File: config.mk
export PLATFORM = sky130hd
export DESIGN_NAME = trail_mask_band_centroid_core
export DESIGN_NICKNAME = d
export VERILOG_FILES = /design/src/rtl/tmbc_pkg.sv /design/src/rtl/tmbc_classify.sv /design/src/rtl/tmbc_div.sv /design/src/rtl/trail_mask_band_centroid_core.sv
export SDC_FILE = /design/constraint.sdc
export NUM_CORES = 1
export LEC_CHECK = 0
export BUFFER_PORTS_ARGS = -buffer_cell sky130_fd_sc_hd__buf_2
export CAP_MARGIN = 20
export CORE_MARGIN = 4
export CORE_UTILIZATION = 35
export CTS_CLUSTER_SIZE = 25
export DETAILED_ROUTE_END_ITERATION = 6
export GPL_TIMING_DRIVEN = 0
export PLACE_DENSITY_LB_ADDON = 0.08
export SLEW_MARGIN = 20
export SYNTH_ARGS = -nofsm -noshare
export SYNTH_HDL_FRONTEND = slang
export SYNTH_SLANG_ARGS = --single-unit
export TNS_END_PERCENT = 20
File: constraint.sdc
create_clock -name clk_i -period 5.8 [get_ports clk_i]
set_input_delay 0.29 -clock clk_i [delete_from_list [all_inputs] [get_ports clk_i]]
set_output_delay 0.29 -clock clk_i [all_outputs]
set_load 0.01 [all_outputs]
File: src/rtl/tmbc_pkg.sv
// ----------------------------------------------------------------------------
// Trail mask band centroid package
// Widths, limits, register indexes, sequencer states and the types shared
// between the core and its iterative divider.
// ----------------------------------------------------------------------------
package tmbc_pkg;

  localparam int PIX_W  = 8;
  localparam int COL_W  = 10;
  localparam int CFG_W  = 11;
  localparam int SUM_W  = 30;
  localparam int CNT_W  = 21;
  localparam int STEP_W = 5;

  localparam logic [CFG_W-1:0] MAX_WIDTH  = 11'd1024;
  localparam logic [CFG_W-1:0] MAX_HEIGHT = 11'd1024;
  localparam logic [SUM_W-1:0] SUM_MAX    = {SUM_W{1'b1}};
  localparam logic [CNT_W-1:0] CNT_MAX    = {CNT_W{1'b1}};
  localparam logic [COL_W-1:0] F10_MAX    = {COL_W{1'b1}};

  // Divider pass lengths: one quotient bit per step.
  localparam logic [STEP_W-1:0] MOD_STEPS = STEP_W'(COL_W);
  localparam logic [STEP_W-1:0] DIV_STEPS = STEP_W'(SUM_W);

  // Configuration register indexes.
  localparam logic [2:0] CFG_FRAME_WIDTH  = 3'd0;
  localparam logic [2:0] CFG_BAND_ROWS    = 3'd1;
  localparam logic [2:0] CFG_DRY_MODE     = 3'd2;
  localparam logic [2:0] CFG_GB_MARGIN    = 3'd3;
  localparam logic [2:0] CFG_GRAY_THRESH  = 3'd4;

  typedef enum logic [1:0] {
    ST_IDLE,
    ST_MOD,
    ST_DIV,
    ST_FIN
  } state_e;

  typedef struct packed {
    logic              start;
    logic [STEP_W-1:0] steps;
  } div_req_t;

  typedef struct packed {
    logic busy;
    logic done;
  } div_sts_t;

  // Zero acts as one, anything above the limit acts as the limit.
  function automatic logic [CFG_W-1:0] clamp_cfg(input logic [CFG_W-1:0] v,
                                                 input logic [CFG_W-1:0] hi);
    logic [CFG_W-1:0] r;
    if (v == '0) r = CFG_W'(1);
    else if (v > hi) r = hi;
    else r = v;
    return r;
  endfunction

endpackage

File: src/rtl/tmbc_classify.sv
// ----------------------------------------------------------------------------
// Trail mask band centroid pixel classifier
// Decides for one pixel whether it is background or trail.
// ----------------------------------------------------------------------------
module tmbc_classify
  import tmbc_pkg::*;
(
  input  logic [PIX_W-1:0] red_i,
  input  logic [PIX_W-1:0] green_i,
  input  logic [PIX_W-1:0] blue_i,
  input  logic [PIX_W-1:0] gray_i,
  input  logic             dry_mode_i,
  input  logic [PIX_W-1:0] margin_i,
  input  logic [PIX_W-1:0] gray_thresh_i,
  output logic             trail_o
);

  logic [PIX_W:0] blue_plus;
  logic           vegetation;
  logic           dark;

  // The margin sum keeps its carry so that green can never pass it falsely.
  assign blue_plus  = {1'b0, blue_i} + {1'b0, margin_i};
  assign vegetation = ((green_i >= red_i) || dry_mode_i) && ({1'b0, green_i} >= blue_plus);
  assign dark       = gray_i <= gray_thresh_i;
  assign trail_o    = !(vegetation || dark);

endmodule

File: src/rtl/tmbc_div.sv
// ----------------------------------------------------------------------------
// Trail mask band centroid shared divider
// Restoring divider, one quotient bit per cycle, run for a chosen number of
// steps. Serves both the row modulo test and the band mean.
// ----------------------------------------------------------------------------
module tmbc_div
  import tmbc_pkg::*;
(
  input  logic             clk_i,
  input  logic             rst_ni,
  input  div_req_t         req_i,
  input  logic [SUM_W-1:0] dividend_i,
  input  logic [CNT_W-1:0] divisor_i,
  output div_sts_t         sts_o,
  output logic [SUM_W-1:0] quotient_o,
  output logic [CNT_W-1:0] remainder_o
);

  logic              busy_q, busy_d;
  logic              done_q, done_d;
  logic [STEP_W-1:0] cnt_q, cnt_d;
  logic [CNT_W-1:0]  rem_q, rem_d;
  logic [SUM_W-1:0]  quo_q, quo_d;
  logic [CNT_W-1:0]  dvs_q, dvs_d;
  logic [CNT_W:0]    trial;
  logic              ge;

  // The partial remainder stays below the divisor, so no bit is lost on shift.
  assign trial = {rem_q, quo_q[SUM_W-1]};
  assign ge    = trial >= {1'b0, dvs_q};

  always_comb begin
    busy_d = busy_q;
    done_d = 1'b0;
    cnt_d  = cnt_q;
    rem_d  = rem_q;
    quo_d  = quo_q;
    dvs_d  = dvs_q;
    if (req_i.start && !busy_q) begin
      busy_d = 1'b1;
      cnt_d  = req_i.steps;
      rem_d  = '0;
      quo_d  = dividend_i;
      dvs_d  = divisor_i;
    end else if (busy_q) begin
      rem_d = ge ? CNT_W'(trial - {1'b0, dvs_q}) : CNT_W'(trial);
      quo_d = {quo_q[SUM_W-2:0], ge};
      cnt_d = cnt_q - STEP_W'(1);
      if (cnt_q == STEP_W'(1)) begin
        busy_d = 1'b0;
        done_d = 1'b1;
      end
    end
  end

  always_ff @(posedge clk_i or negedge rst_ni) begin
    if (!rst_ni) begin
      busy_q <= 1'b0;
      done_q <= 1'b0;
      cnt_q  <= '0;
    end else begin
      busy_q <= busy_d;
      done_q <= done_d;
      cnt_q  <= cnt_d;
    end
  end

  always_ff @(posedge clk_i) begin
    rem_q <= rem_d;
    quo_q <= quo_d;
    dvs_q <= dvs_d;
  end

  assign sts_o.busy  = busy_q;
  assign sts_o.done  = done_q;
  assign quotient_o  = quo_q;
  assign remainder_o = rem_q;

endmodule

File: src/rtl/trail_mask_band_centroid_core.sv
// ----------------------------------------------------------------------------
// Trail mask band centroid core
// Classifies raster pixels as trail or background and reports the mean
// trail column of each finished horizontal band that holds trail pixels.
// ----------------------------------------------------------------------------
// Usage: pixels enter on the s_axis channel in raster order, one transfer per
// pixel, with tuser set on the first pixel of a frame. Every pixel produces
// exactly one transfer on the m_axis channel carrying its trail flag; tuser
// there is set when that transfer also reports a finished band (its mean
// column, boundary row and band index).
// Pixel handling: a pixel outside column 0, in row 0, or with tuser set is
// taken without the divider. The first pixel of any later row makes the shared
// divider run a 10-step modulo of the row by the band height. At a band
// boundary with trail pixels the same divider runs a 30-step division of the
// position sum by the pixel count. The single divider yields one quotient bit
// per cycle, and the core takes no new pixel until it is through with the last.
// A pixel taken without the divider has its result in the output register in
// the cycle after its transfer; a row start loads its result after the modulo
// pass, the division pass when a band is reported, and ST_FIN. A stalled
// receiver keeps the result there; no further pixel is taken until it drains.
// Reset returns the configuration registers to their defaults (width 640, band
// height 48, margin 10, gray threshold 50) and clears counters and sums. The
// configuration channel is always ready; the user writes it only while idle, as the core does not enforce it.
// ----------------------------------------------------------------------------
module trail_mask_band_centroid_core
  import tmbc_pkg::*;
(
  input  logic        clk_i,
  input  logic        rst_ni,
  // Pixel input
  input  logic        s_axis_tvalid,
  output logic        s_axis_tready,
  input  logic [31:0] s_axis_tdata,   // red[7:0], green[15:8], blue[23:16], gray[31:24]
  input  logic        s_axis_tuser,   // start_of_frame
  // Result output
  output logic        m_axis_tvalid,
  input  logic        m_axis_tready,
  output logic [31:0] m_axis_tdata,   // trail_pixel[0], band_mean_x[10:1], band_row[20:11],
                                      // band_index[30:21], zero[31]
  output logic        m_axis_tuser,   // band_valid
  // Configuration write channel
  input  logic        cfg_valid_i,
  output logic        cfg_ready_o,
  input  logic [2:0]  cfg_addr_i,
  input  logic [10:0] cfg_data_i
);

  // Configuration registers.
  logic [CFG_W-1:0] frame_width_q;
  logic [CFG_W-1:0] band_rows_q;
  logic             dry_mode_q;
  logic [PIX_W-1:0] margin_q;
  logic [PIX_W-1:0] gray_thresh_q;

  // Frame state.
  state_e           state_q, state_d;
  logic [COL_W-1:0] col_q, col_d;
  logic [COL_W-1:0] row_q, row_d;
  logic [SUM_W-1:0] sum_q, sum_d;
  logic [CNT_W-1:0] pcnt_q, pcnt_d;
  logic [COL_W-1:0] bands_q, bands_d;

  // Held pixel while the divider works.
  logic             trail_q, trail_d;
  logic             bnd_q, bnd_d;
  logic [COL_W-1:0] mean_q, mean_d;

  // Output register.
  logic             m_valid_q, m_valid_d;
  logic [31:0]      m_data_q, m_data_d;
  logic             m_user_q, m_user_d;

  logic             s_accept;
  logic             sof;
  logic             out_free;
  logic             cand;
  logic             trail_w;
  logic [CFG_W-1:0] fw_c;
  logic [CFG_W-1:0] br_c;

  div_req_t         div_req;
  div_sts_t         div_sts;
  logic [SUM_W-1:0] div_dividend;
  logic [CNT_W-1:0] div_divisor;
  logic [SUM_W-1:0] div_quo;
  logic [CNT_W-1:0] div_rem;

  assign sof           = s_axis_tuser;
  assign out_free      = !m_valid_q || m_axis_tready;
  assign s_axis_tready = (state_q == ST_IDLE) && out_free;
  assign s_accept      = s_axis_tvalid && s_axis_tready;
  assign cfg_ready_o   = 1'b1;
  assign fw_c          = clamp_cfg(frame_width_q, MAX_WIDTH);
  assign br_c          = clamp_cfg(band_rows_q, MAX_HEIGHT);

  // The first pixel of a row past row 0 may close a band; a frame start
  // clears the row, so it never does.
  assign cand = !sof && (col_q == '0) && (row_q != '0);

  tmbc_classify u_classify (
    .red_i         (s_axis_tdata[7:0]),
    .green_i       (s_axis_tdata[15:8]),
    .blue_i        (s_axis_tdata[23:16]),
    .gray_i        (s_axis_tdata[31:24]),
    .dry_mode_i    (dry_mode_q),
    .margin_i      (margin_q),
    .gray_thresh_i (gray_thresh_q),
    .trail_o       (trail_w)
  );

  tmbc_div u_div (
    .clk_i       (clk_i),
    .rst_ni      (rst_ni),
    .req_i       (div_req),
    .dividend_i  (div_dividend),
    .divisor_i   (div_divisor),
    .sts_o       (div_sts),
    .quotient_o  (div_quo),
    .remainder_o (div_rem)
  );

  // Sequencer next state.
  always_comb begin
    state_d = state_q;
    case (state_q)
      ST_IDLE: begin
        if (s_accept && cand) state_d = ST_MOD;
      end
      ST_MOD: begin
        if (div_sts.done) begin
          state_d = ((div_rem == '0) && (pcnt_q != '0)) ? ST_DIV : ST_FIN;
        end
      end
      ST_DIV: begin
        if (div_sts.done) state_d = ST_FIN;
      end
      ST_FIN: begin
        if (out_free) state_d = ST_IDLE;
      end
      default: state_d = ST_IDLE;
    endcase
  end

  // Datapath and outputs of the sequencer.
  logic             commit;
  logic             bnd_sel;
  logic             trail_sel;
  logic [COL_W-1:0] base_col, base_row, base_bands;
  logic [SUM_W-1:0] base_sum, sum_b;
  logic [CNT_W-1:0] base_cnt, cnt_b;
  logic [SUM_W:0]   sum_add;
  logic [CFG_W-1:0] col_inc, row_inc;
  logic             band_valid;
  logic [COL_W-1:0] out_mean, out_row, out_idx;

  always_comb begin
    commit       = 1'b0;
    bnd_sel      = 1'b0;
    trail_sel    = trail_w;
    base_col     = col_q;
    base_row     = row_q;
    base_sum     = sum_q;
    base_cnt     = pcnt_q;
    base_bands   = bands_q;
    trail_d      = trail_q;
    bnd_d        = bnd_q;
    mean_d       = mean_q;
    div_req      = '0;
    div_dividend = {row_q, {(SUM_W-COL_W){1'b0}}};
    div_divisor  = CNT_W'(br_c);

    case (state_q)
      ST_IDLE: begin
        if (s_accept && sof) begin
          base_col   = '0;
          base_row   = '0;
          base_sum   = '0;
          base_cnt   = '0;
          base_bands = '0;
        end
        if (s_accept) trail_d = trail_w;
        if (s_accept && cand) begin
          div_req.start = 1'b1;
          div_req.steps = MOD_STEPS;
        end
        commit = s_accept && !cand;
      end
      ST_MOD: begin
        if (div_sts.done) begin
          bnd_d = (div_rem == '0);
          if ((div_rem == '0) && (pcnt_q != '0)) begin
            div_req.start = 1'b1;
            div_req.steps = DIV_STEPS;
            div_dividend  = sum_q;
            div_divisor   = pcnt_q;
          end
        end
      end
      ST_DIV: begin
        if (div_sts.done) begin
          mean_d = (div_quo > SUM_W'(F10_MAX)) ? F10_MAX : div_quo[COL_W-1:0];
        end
      end
      ST_FIN: begin
        bnd_sel   = bnd_q;
        trail_sel = trail_q;
        commit    = out_free;
      end
      default: ;
    endcase

    // A boundary closes the band before this pixel is added to the next one.
    band_valid = bnd_sel && (base_cnt != '0);
    out_mean   = band_valid ? mean_q : '0;
    out_row    = band_valid ? base_row : '0;
    out_idx    = band_valid ? base_bands : '0;

    sum_b   = bnd_sel ? '0 : base_sum;
    cnt_b   = bnd_sel ? '0 : base_cnt;
    bands_d = (bnd_sel && (base_bands < F10_MAX)) ? base_bands + COL_W'(1) : base_bands;

    sum_add = {1'b0, sum_b} + (SUM_W+1)'(base_col);
    if (trail_sel) begin
      sum_d  = (sum_add > {1'b0, SUM_MAX}) ? SUM_MAX : sum_add[SUM_W-1:0];
      pcnt_d = (cnt_b == CNT_MAX) ? cnt_b : cnt_b + CNT_W'(1);
    end else begin
      sum_d  = sum_b;
      pcnt_d = cnt_b;
    end

    col_inc = {1'b0, base_col} + CFG_W'(1);
    row_inc = {1'b0, base_row} + CFG_W'(1);
    if (col_inc >= fw_c) begin
      col_d = '0;
      row_d = (row_inc >= MAX_HEIGHT) ? '0 : row_inc[COL_W-1:0];
    end else begin
      col_d = col_inc[COL_W-1:0];
      row_d = base_row;
    end

    // Output register: load on commit, drain on a completed transfer.
    m_valid_d = m_valid_q && !m_axis_tready;
    m_data_d  = m_data_q;
    m_user_d  = m_user_q;
    if (commit) begin
      m_valid_d = 1'b1;
      m_data_d  = {1'b0, out_idx, out_row, out_mean, trail_sel};
      m_user_d  = band_valid;
    end
  end

  always_ff @(posedge clk_i or negedge rst_ni) begin
    if (!rst_ni) begin
      state_q       <= ST_IDLE;
      col_q         <= '0;
      row_q         <= '0;
      sum_q         <= '0;
      pcnt_q        <= '0;
      bands_q       <= '0;
      m_valid_q     <= 1'b0;
      frame_width_q <= 11'd640;
      band_rows_q   <= 11'd48;
      dry_mode_q    <= 1'b0;
      margin_q      <= 8'd10;
      gray_thresh_q <= 8'd50;
    end else begin
      state_q   <= state_d;
      m_valid_q <= m_valid_d;
      if (commit) begin
        col_q   <= col_d;
        row_q   <= row_d;
        sum_q   <= sum_d;
        pcnt_q  <= pcnt_d;
        bands_q <= bands_d;
      end
      if (cfg_valid_i) begin
        case (cfg_addr_i)
          CFG_FRAME_WIDTH: frame_width_q <= cfg_data_i;
          CFG_BAND_ROWS:   band_rows_q   <= cfg_data_i;
          CFG_DRY_MODE:    dry_mode_q    <= cfg_data_i[0];
          CFG_GB_MARGIN:   margin_q      <= cfg_data_i[PIX_W-1:0];
          CFG_GRAY_THRESH: gray_thresh_q <= cfg_data_i[PIX_W-1:0];
          default: ;
        endcase
      end
    end
  end

  always_ff @(posedge clk_i) begin
    trail_q  <= trail_d;
    bnd_q    <= bnd_d;
    mean_q   <= mean_d;
    m_data_q <= m_data_d;
    m_user_q <= m_user_d;
  end

  assign m_axis_tvalid = m_valid_q;
  assign m_axis_tdata  = m_data_q;
  assign m_axis_tuser  = m_user_q;

  // The divider only finishes while the sequencer waits for it.
  a_done_in_wait: assert property (@(posedge clk_i) disable iff (!rst_ni)
    div_sts.done |-> (state_q == ST_MOD || state_q == ST_DIV))
    else $error("divider finished outside a wait state");

  // A row start past row 0 always goes through the modulo pass.
  a_row_start_mod: assert property (@(posedge clk_i) disable iff (!rst_ni)
    (s_accept && cand) |=> (state_q == ST_MOD && div_sts.busy))
    else $error("row start did not launch the modulo pass");

  // Positions are only summed together with a counted pixel.
  a_sum_needs_count: assert property (@(posedge clk_i) disable iff (!rst_ni)
    (pcnt_q == '0) |-> (sum_q == '0))
    else $error("position sum nonzero with empty band");

  // A reported band always closes at a row past row 0.
  a_band_row: assert property (@(posedge clk_i) disable iff (!rst_ni)
    (m_axis_tvalid && m_axis_tuser) |-> (m_axis_tdata[20:11] != '0))
    else $error("band reported at row zero");

endmodule

* Word level (Yosys, flattened, before mapping)
Index checks and enable logic that the tools add are counted.
** Word-level totals
- Flip-flop bits (word level) :: 246
- Bits in latches :: 0
- Memory bits (writable) :: 0
- Bits in read-only memories :: 0
- Output and inout bits :: 36
- Memories :: 0
** Cells by class
- Add/sub/neg operators :: 8
- Multiply operators :: 0
- Divide/modulo/power cells :: 0
- Order comparisons :: 11
- Eq/ne operators :: 13
- Shift operators :: 0
- Mux-type cells :: 55
- Bitwise operators :: 0
- Reduce and logical (&&, ||, !) cells :: 42
** Operators with widths (count)
- $mux 30 :: 10
- $mux 21 :: 6
- $mux 10 :: 10
- $mux 11 :: 7
- $reduce_bool 21->1 :: 2
- $add 30x10->31 :: 1
- $gt 31x30->1 const B :: 1
- $gt 30x10->1 const B :: 1
- $add 10x1->11 const B :: 2
- $ge 22x21->1 :: 1
- $gt 11x11->1 const B :: 2
- $logic_not 11->1 :: 2
- $add 21x1->21 const B :: 1
- $eq 21x21->1 const B :: 1
- $logic_not 21->1 :: 1
- $sub 21x21->21 :: 1
- $mux 6 :: 3
- $reduce_and 2->1 :: 8
- $logic_and 1x1->1 :: 13
- $pmux 6 s2 :: 1
- $ge 11x11->1 :: 1
- $ge 11x11->1 const B :: 1
- $add 10x1->10 const B :: 1
- $logic_not 10->1 :: 1
- 27 further kinds :: 51

* Longest topological paths before layout
- Depth after elaboration :: 12
- Gate-level depth with buffers :: 20
- Depth with buffers taken out :: 18

* Modules after synthesis
Synthesis repeated with hierarchy kept, for this count alone.
** Unflattened totals
- Cell total of the unflattened synthesis :: 1579
- Area, all modules :: 15378.5 µm²
** Modules (own cells, without submodules)
- trail_mask_band_centroid_core :: instances 1, cells an instance 1027, area an instance 9907.0 µm²
- tmbc_div :: instances 1, cells an instance 442, area an instance 4610.7 µm²
- tmbc_classify :: instances 1, cells an instance 110, area an instance 860.8 µm²

* Worst setup path after synthesis
OpenSTA, ideal clock, no wires.
- Path type :: register to register
- Start :: reg state_q[0]
- End :: reg row_q[9]
- Library setup time :: 0.104 ns
- Arrival time :: 4.245 ns
- Data required time :: 5.696 ns
- Setup slack :: 1.451 ns
- Stages on the path, launching flop included :: 20
- Buffers on the path :: 2
- Clock period less this slack :: 4.349 ns
- Cell sequence :: dfrtp_1 > inv_1 > ha_1 > nand4_1 > clkbuf_1 > clkbuf_1 > and2_1 > ha_1 > and4_1 > nand3_1 > nor2_1 > xor2_1 > ha_1 > or4_1 > or3_1 > o21ai_1 > o21ai_0 > a311oi_1 > a41oi_1 > o21ai_0
** Between the ends
- Longest elaborated chain between the ends :: 10
- Elaborated cells between the ends (all ways) :: 17
- Classes of those cells :: add/sub: 2; order compare: 2; eq/ne: 1; mux: 7; reduce/logical: 5
** RTL lines
- from (decl) :: RTL line trail_mask_band_centroid_core.sv:56 : state_e state_q, state_d;
- from (signal assigned) :: RTL line trail_mask_band_centroid_core.sv:267 : state_q <= state_d;
- $logic_not 2->1 :: RTL line trail_mask_band_centroid_core.sv:90, trail_mask_band_centroid_core.sv:172
- $logic_and 1x1->1 :: RTL line trail_mask_band_centroid_core.sv:90 : assign s_axis_tready = (state_q == ST_IDLE) && out_free;
- $logic_and 1x1->1 :: RTL line trail_mask_band_centroid_core.sv:91 : assign s_accept = s_axis_tvalid && s_axis_tready;
- $logic_and 1x1->1 :: RTL line trail_mask_band_centroid_core.sv:174 : if (s_accept && sof) begin
- $mux 10 :: RTL line trail_mask_band_centroid_core.sv:174
- $mux 10 :: RTL line trail_mask_band_centroid_core.sv:172 : case (state_q)
- $add 10x1->11 :: RTL line trail_mask_band_centroid_core.sv:232 : row_inc = {1'b0, base_row} + CFG_W'(1);
- $ge 11x11->1 :: RTL line trail_mask_band_centroid_core.sv:235 : row_d = (row_inc >= MAX_HEIGHT) ? '0 : row_inc[COL_W-1:0];
- $mux 10 :: RTL line trail_mask_band_centroid_core.sv:235
- $mux 10 :: RTL line trail_mask_band_centroid_core.sv:233 : if (col_inc >= fw_c) begin
- to (signal assigned) :: RTL line trail_mask_band_centroid_core.sv:271 : row_q <= row_d;
- to (decl) :: RTL line trail_mask_band_centroid_core.sv:58 : logic [COL_W-1:0] row_q, row_d;
Several ways; a longest one is shown, not always the timed one.
A chain may end at the register's enable or synchronous reset.

* Final worst setup path
Same ends and word-level chain as after synthesis.

==> run_results.csv <==
group,metric,value,unit
outcome,status,"finished, final reports clean",
layout,area_growth,16.2,%
route,drt_iter0_drc,852,
global_route,track_usage,0.184,
layout,drive_above_1_share,0.137,
critical_path,cp-start-kind,"register",
clock_tree,cts_sinks,246,
floorplanning,core_area,40100,sq um
power,ir_worst_vdd,0.000204,V
place,pre_cts_slack,-0.168,ns
place,place.port_buffers,85,
critical_path,crit_path_end_kind,"register",
clock_tree,htree_levels,1,
clock_tree,clockBufferDepth,3,
logic_synthesis,yosys.area.top_type_share,0.211,
logic_synthesis,ys_ff_latch,246,
place,gp_congestion,0.861,
logic_synthesis,synthArstFlopShare,0.528,
floorplanning,die_h,210,um
place,dpl.hpwl,30.4,mm
logic_synthesis,synth_flop_cell,"dfrtp_1",
flow_run,cap_violations,0,
floorplanning,std_cell_rows,73,
layout,finalNetCount,1764,
sta,fmax,0.189,GHz
critical_path,crit_path_max_incr_delay,0.54,ns
logic_synthesis,syn-cell-area,14300,sq um
clock_tree,cts_tree,"built",
critical_path,cp_common_cell,"ha_1",
critical_path,path_max_fanout,10,
logic_synthesis,syn_avg_cell_area,9.58,sq um
critical_path,crit_chain,"inv_1, ha_1, nand4_1, clkbuf_2, clkbuf_2, and2_1, ha_1, and4_1, nand3_1, nor2_1, xor2_1, ha_1, or4_1, or3_1, o21ai_2, o21ai_0, a311oi_1, a41oi_1, o21ai_0",
sta,setup_viol,0,
route,drc,0,
route,postRouteAntennaNets,0,
global_route,grt_max_degree,73,
logic_synthesis,synth_common_cells,"202 x nand2_1, 147 x o21ai_0, 121 x dfrtp_1, 95 x edfxtp_1, 85 x ha_1",
global_route,busiest_layer,"met2",
global_route,grt_use_met3,0.0232,
worst_hold_path,hold_path.class,"in2reg",
sta,rsz0062_at_grt,"no",
layout,stdcell_count,2175,
floorplanning,initial_core_util,0.357,
sta,setup-tns-final,0,ns
clock_tree,clkTransAtPathRegs,0.06,ns
sta,final_hold_viol_count,0,
clock_tree,numCtsBuffers,30,
sta,layout_min_cycle_time,5.29,ns
logic_synthesis,yosysMostFrequentCell,"nand2_1",
sta,finalCritPeriodShare,0.912,
global_route,grt_use_met2,0.293,
power,p_per_area,444,nW/um^2
global_route,use_met1,0.267,
place,dp.cells,2109,
logic_synthesis,ys_types,76,
critical_path,worstSetupPathType,"reg2reg",
global_route,grt_overflow,0,
sta,tightest_slew,1.07,ns
logic_synthesis,synth_edf_count,95,
critical_path,cp_slowest_cell,"or4_1",
floorplanning,fp.dieW,210,um
critical_path,arrival,5.78,ns
route,routed_wl,41.1,mm
critical_path,cp_data_required_time,6.29,ns
floorplanning,top_level_ports,88,
global_route,antenna_found_initial,1,
sta,slew_headroom,0.281,
global_route,grt_pass1_vias,11500,
route,post_drt_wl_per_cell,18.9,um
logic_synthesis,syn_inst,1496,
route,via_count,11600,
global_route,grt_pass1_wl,65.4,mm
logic_synthesis,synth_area_leader_cell,"dfrtp_1",
sta,skew,0.0199,ns
logic_synthesis,synth-seq-area-share,0.456,
logic_synthesis,syn_nets,1636,
sta,final_max_slew_viol_count,0,
logic_synthesis,netlist_top_cells_area,"dfrtp_1 21%, edfxtp_1 20%, ha_1 7.4%, nand2_1 5.3%, o21ai_0 5.1%",
route,drt-pass1-iter-count,5,
clock_tree,clock_latency,0.57,ns
sta,layout_setup_ws,0.512,ns
power,p_leak,7.05,nW
logic_synthesis,ys.warnings.count,0,
critical_path,reg2reg_slack,0.51,ns
floorplanning,die_area,44200,sq um
route,viasPerCell,5.35,
clock_tree,cts_root_buffer,"clkbuf_16",
## final cells by class
cell class	count	area, sq um
Tap cell	525	657
Sequential cell	246	6540
Antenna cell	2	5.00
Buffer	64	290
Inverter	75	282
Multi-Input combinational cell	1111	7240
Clock inverter	11	139
Fill cell	4020	23400
Clock buffer	45	928
Timing Repair Buffer	96	577
## stage by stage
| stage | hold slack (ns) | area [sq um] | total power [mW] | util |
|---|---|---|---|---|
| 3_3_place_gp | 0.494 | 15400 | 5.38 | 0.384 |
| 2_1_floorplan | -0.00559 | 14300 | 4.43 | - |
| 5_1_grt | 0.0350 | 16600 | 7.92 | 0.415 |
| 4_1_cts | 0.0123 | 16600 | 7.48 | 0.415 |
| 3_5_place_dp | 0.258 | 15500 | 5.43 | 0.387 |
| 6_report | 0.0347 | 16700 | 7.40 | 0.415 |
## state kept, by name, indices dropped and copies added (netlist names), 11 cells and up
register           cells
u_div.dvs_q           21
pcnt_q                21
band_rows_q           11
u_div.remainder_o     21
u_div.quotient_o      30
sum_q                 30
m_axis_tdata          31
frame_width_q         11
## repair_timing
item,4_1_cts,5_1_grt
resized for setup,1,4
endpoints found under the setup margin,3,16
setup buffers,0,2
pin swaps,0,1
hold endpoints to repair,57,0
hold buffers,6,0
## worst paths after layout
path / to / startpoint / cells after the start
min: gray_thresh_q[4] / cfg_data_i[4] / 3
max in group asynchronous: u_div.cnt_q[0] / rst_ni / 3
max: row_q[9] / state_q[0] / 19
max reg2reg: row_q[9] / state_q[0] / 19
min reg2reg: gray_thresh_q[5] / gray_thresh_q[5] / 2
min in group asynchronous: bands_q[8] / rst_ni / 2
## critical path, delay by kind of cell, from the launching register on
family	cells	cell delay (ns)
and+or+nand+nor	7	2.16
AOI/OAI and AO/OA	5	1.07
buffers and inverters	3	0.74
adders and majority gates	3	0.72
DFF	1	0.38
xor gates and xnor gates	1	0.13
## metal layers
layer | routed length [um] | part of all wire | vias to the layer above
met5 | 0 | 0 | -
met4 | 960 | 0.023 | 0
met3 | 1320 | 0.032 | 66
met2 | 18600 | 0.45 | 193
met1 | 20200 | 0.49 | 5643
li1 | - | - | 5740
## cells in the final DEF, fill, tap and decap left out, types with 9 or more instances in the layout
| cell type | count |
|---|---|
| a22o_1 | 11 |
| dfstp_2 | 9 |
| inv_1 | 73 |
| a32oi_1 | 12 |
| dfxtp_1 | 21 |
| and2_1 | 59 |
| nor4_1 | 27 |
| and3_1 | 24 |
| clkbuf_1 | 46 |
| mux2i_1 | 17 |
| edfxtp_1 | 95 |
| xor2_1 | 19 |
| o21ai_0 | 147 |
| clkbuf_16 | 31 |
| nand2_1 | 202 |
| clkbuf_8 | 10 |
| mux2_2 | 34 |
| o21a_1 | 11 |
| xnor2_1 | 22 |
| o211ai_1 | 13 |
| or4_1 | 15 |
| nor3_1 | 27 |
| a21oi_1 | 59 |
| dfrtp_1 | 121 |
| nand4_1 | 19 |
| nor2_1 | 64 |
| a21o_1 | 18 |
| o31ai_1 | 10 |
| buf_2 | 98 |
| ha_1 | 85 |
| a31oi_1 | 12 |
| nand3_1 | 57 |
| or3_1 | 18 |
| nand2b_1 | 22 |
## logic make-up after synthesis
family	count (synthesis)	share of synthesized area
AND/OR/NAND/NOR	567	0.199
multiplexers	51	0.0386
buffers and inverters	139	0.0396
flip-flops	246	0.456
XOR/XNOR	41	0.0251
other	2	0.000524
AO/OA/AOI/OAI	361	0.162
adder cells (fa/ha/maj)	89	0.0791
## where the power goes
group          total, mW  internal, mW  switching, mW  leakage (nW)
Combinational       2.71         0.968           1.74          3.83
Sequential          2.68          2.35          0.326          2.70
Clock               2.01          1.23          0.773         0.525
Total               7.40          4.55           2.84          7.05
Note: power is estimated with default switching activity, not from simulation.
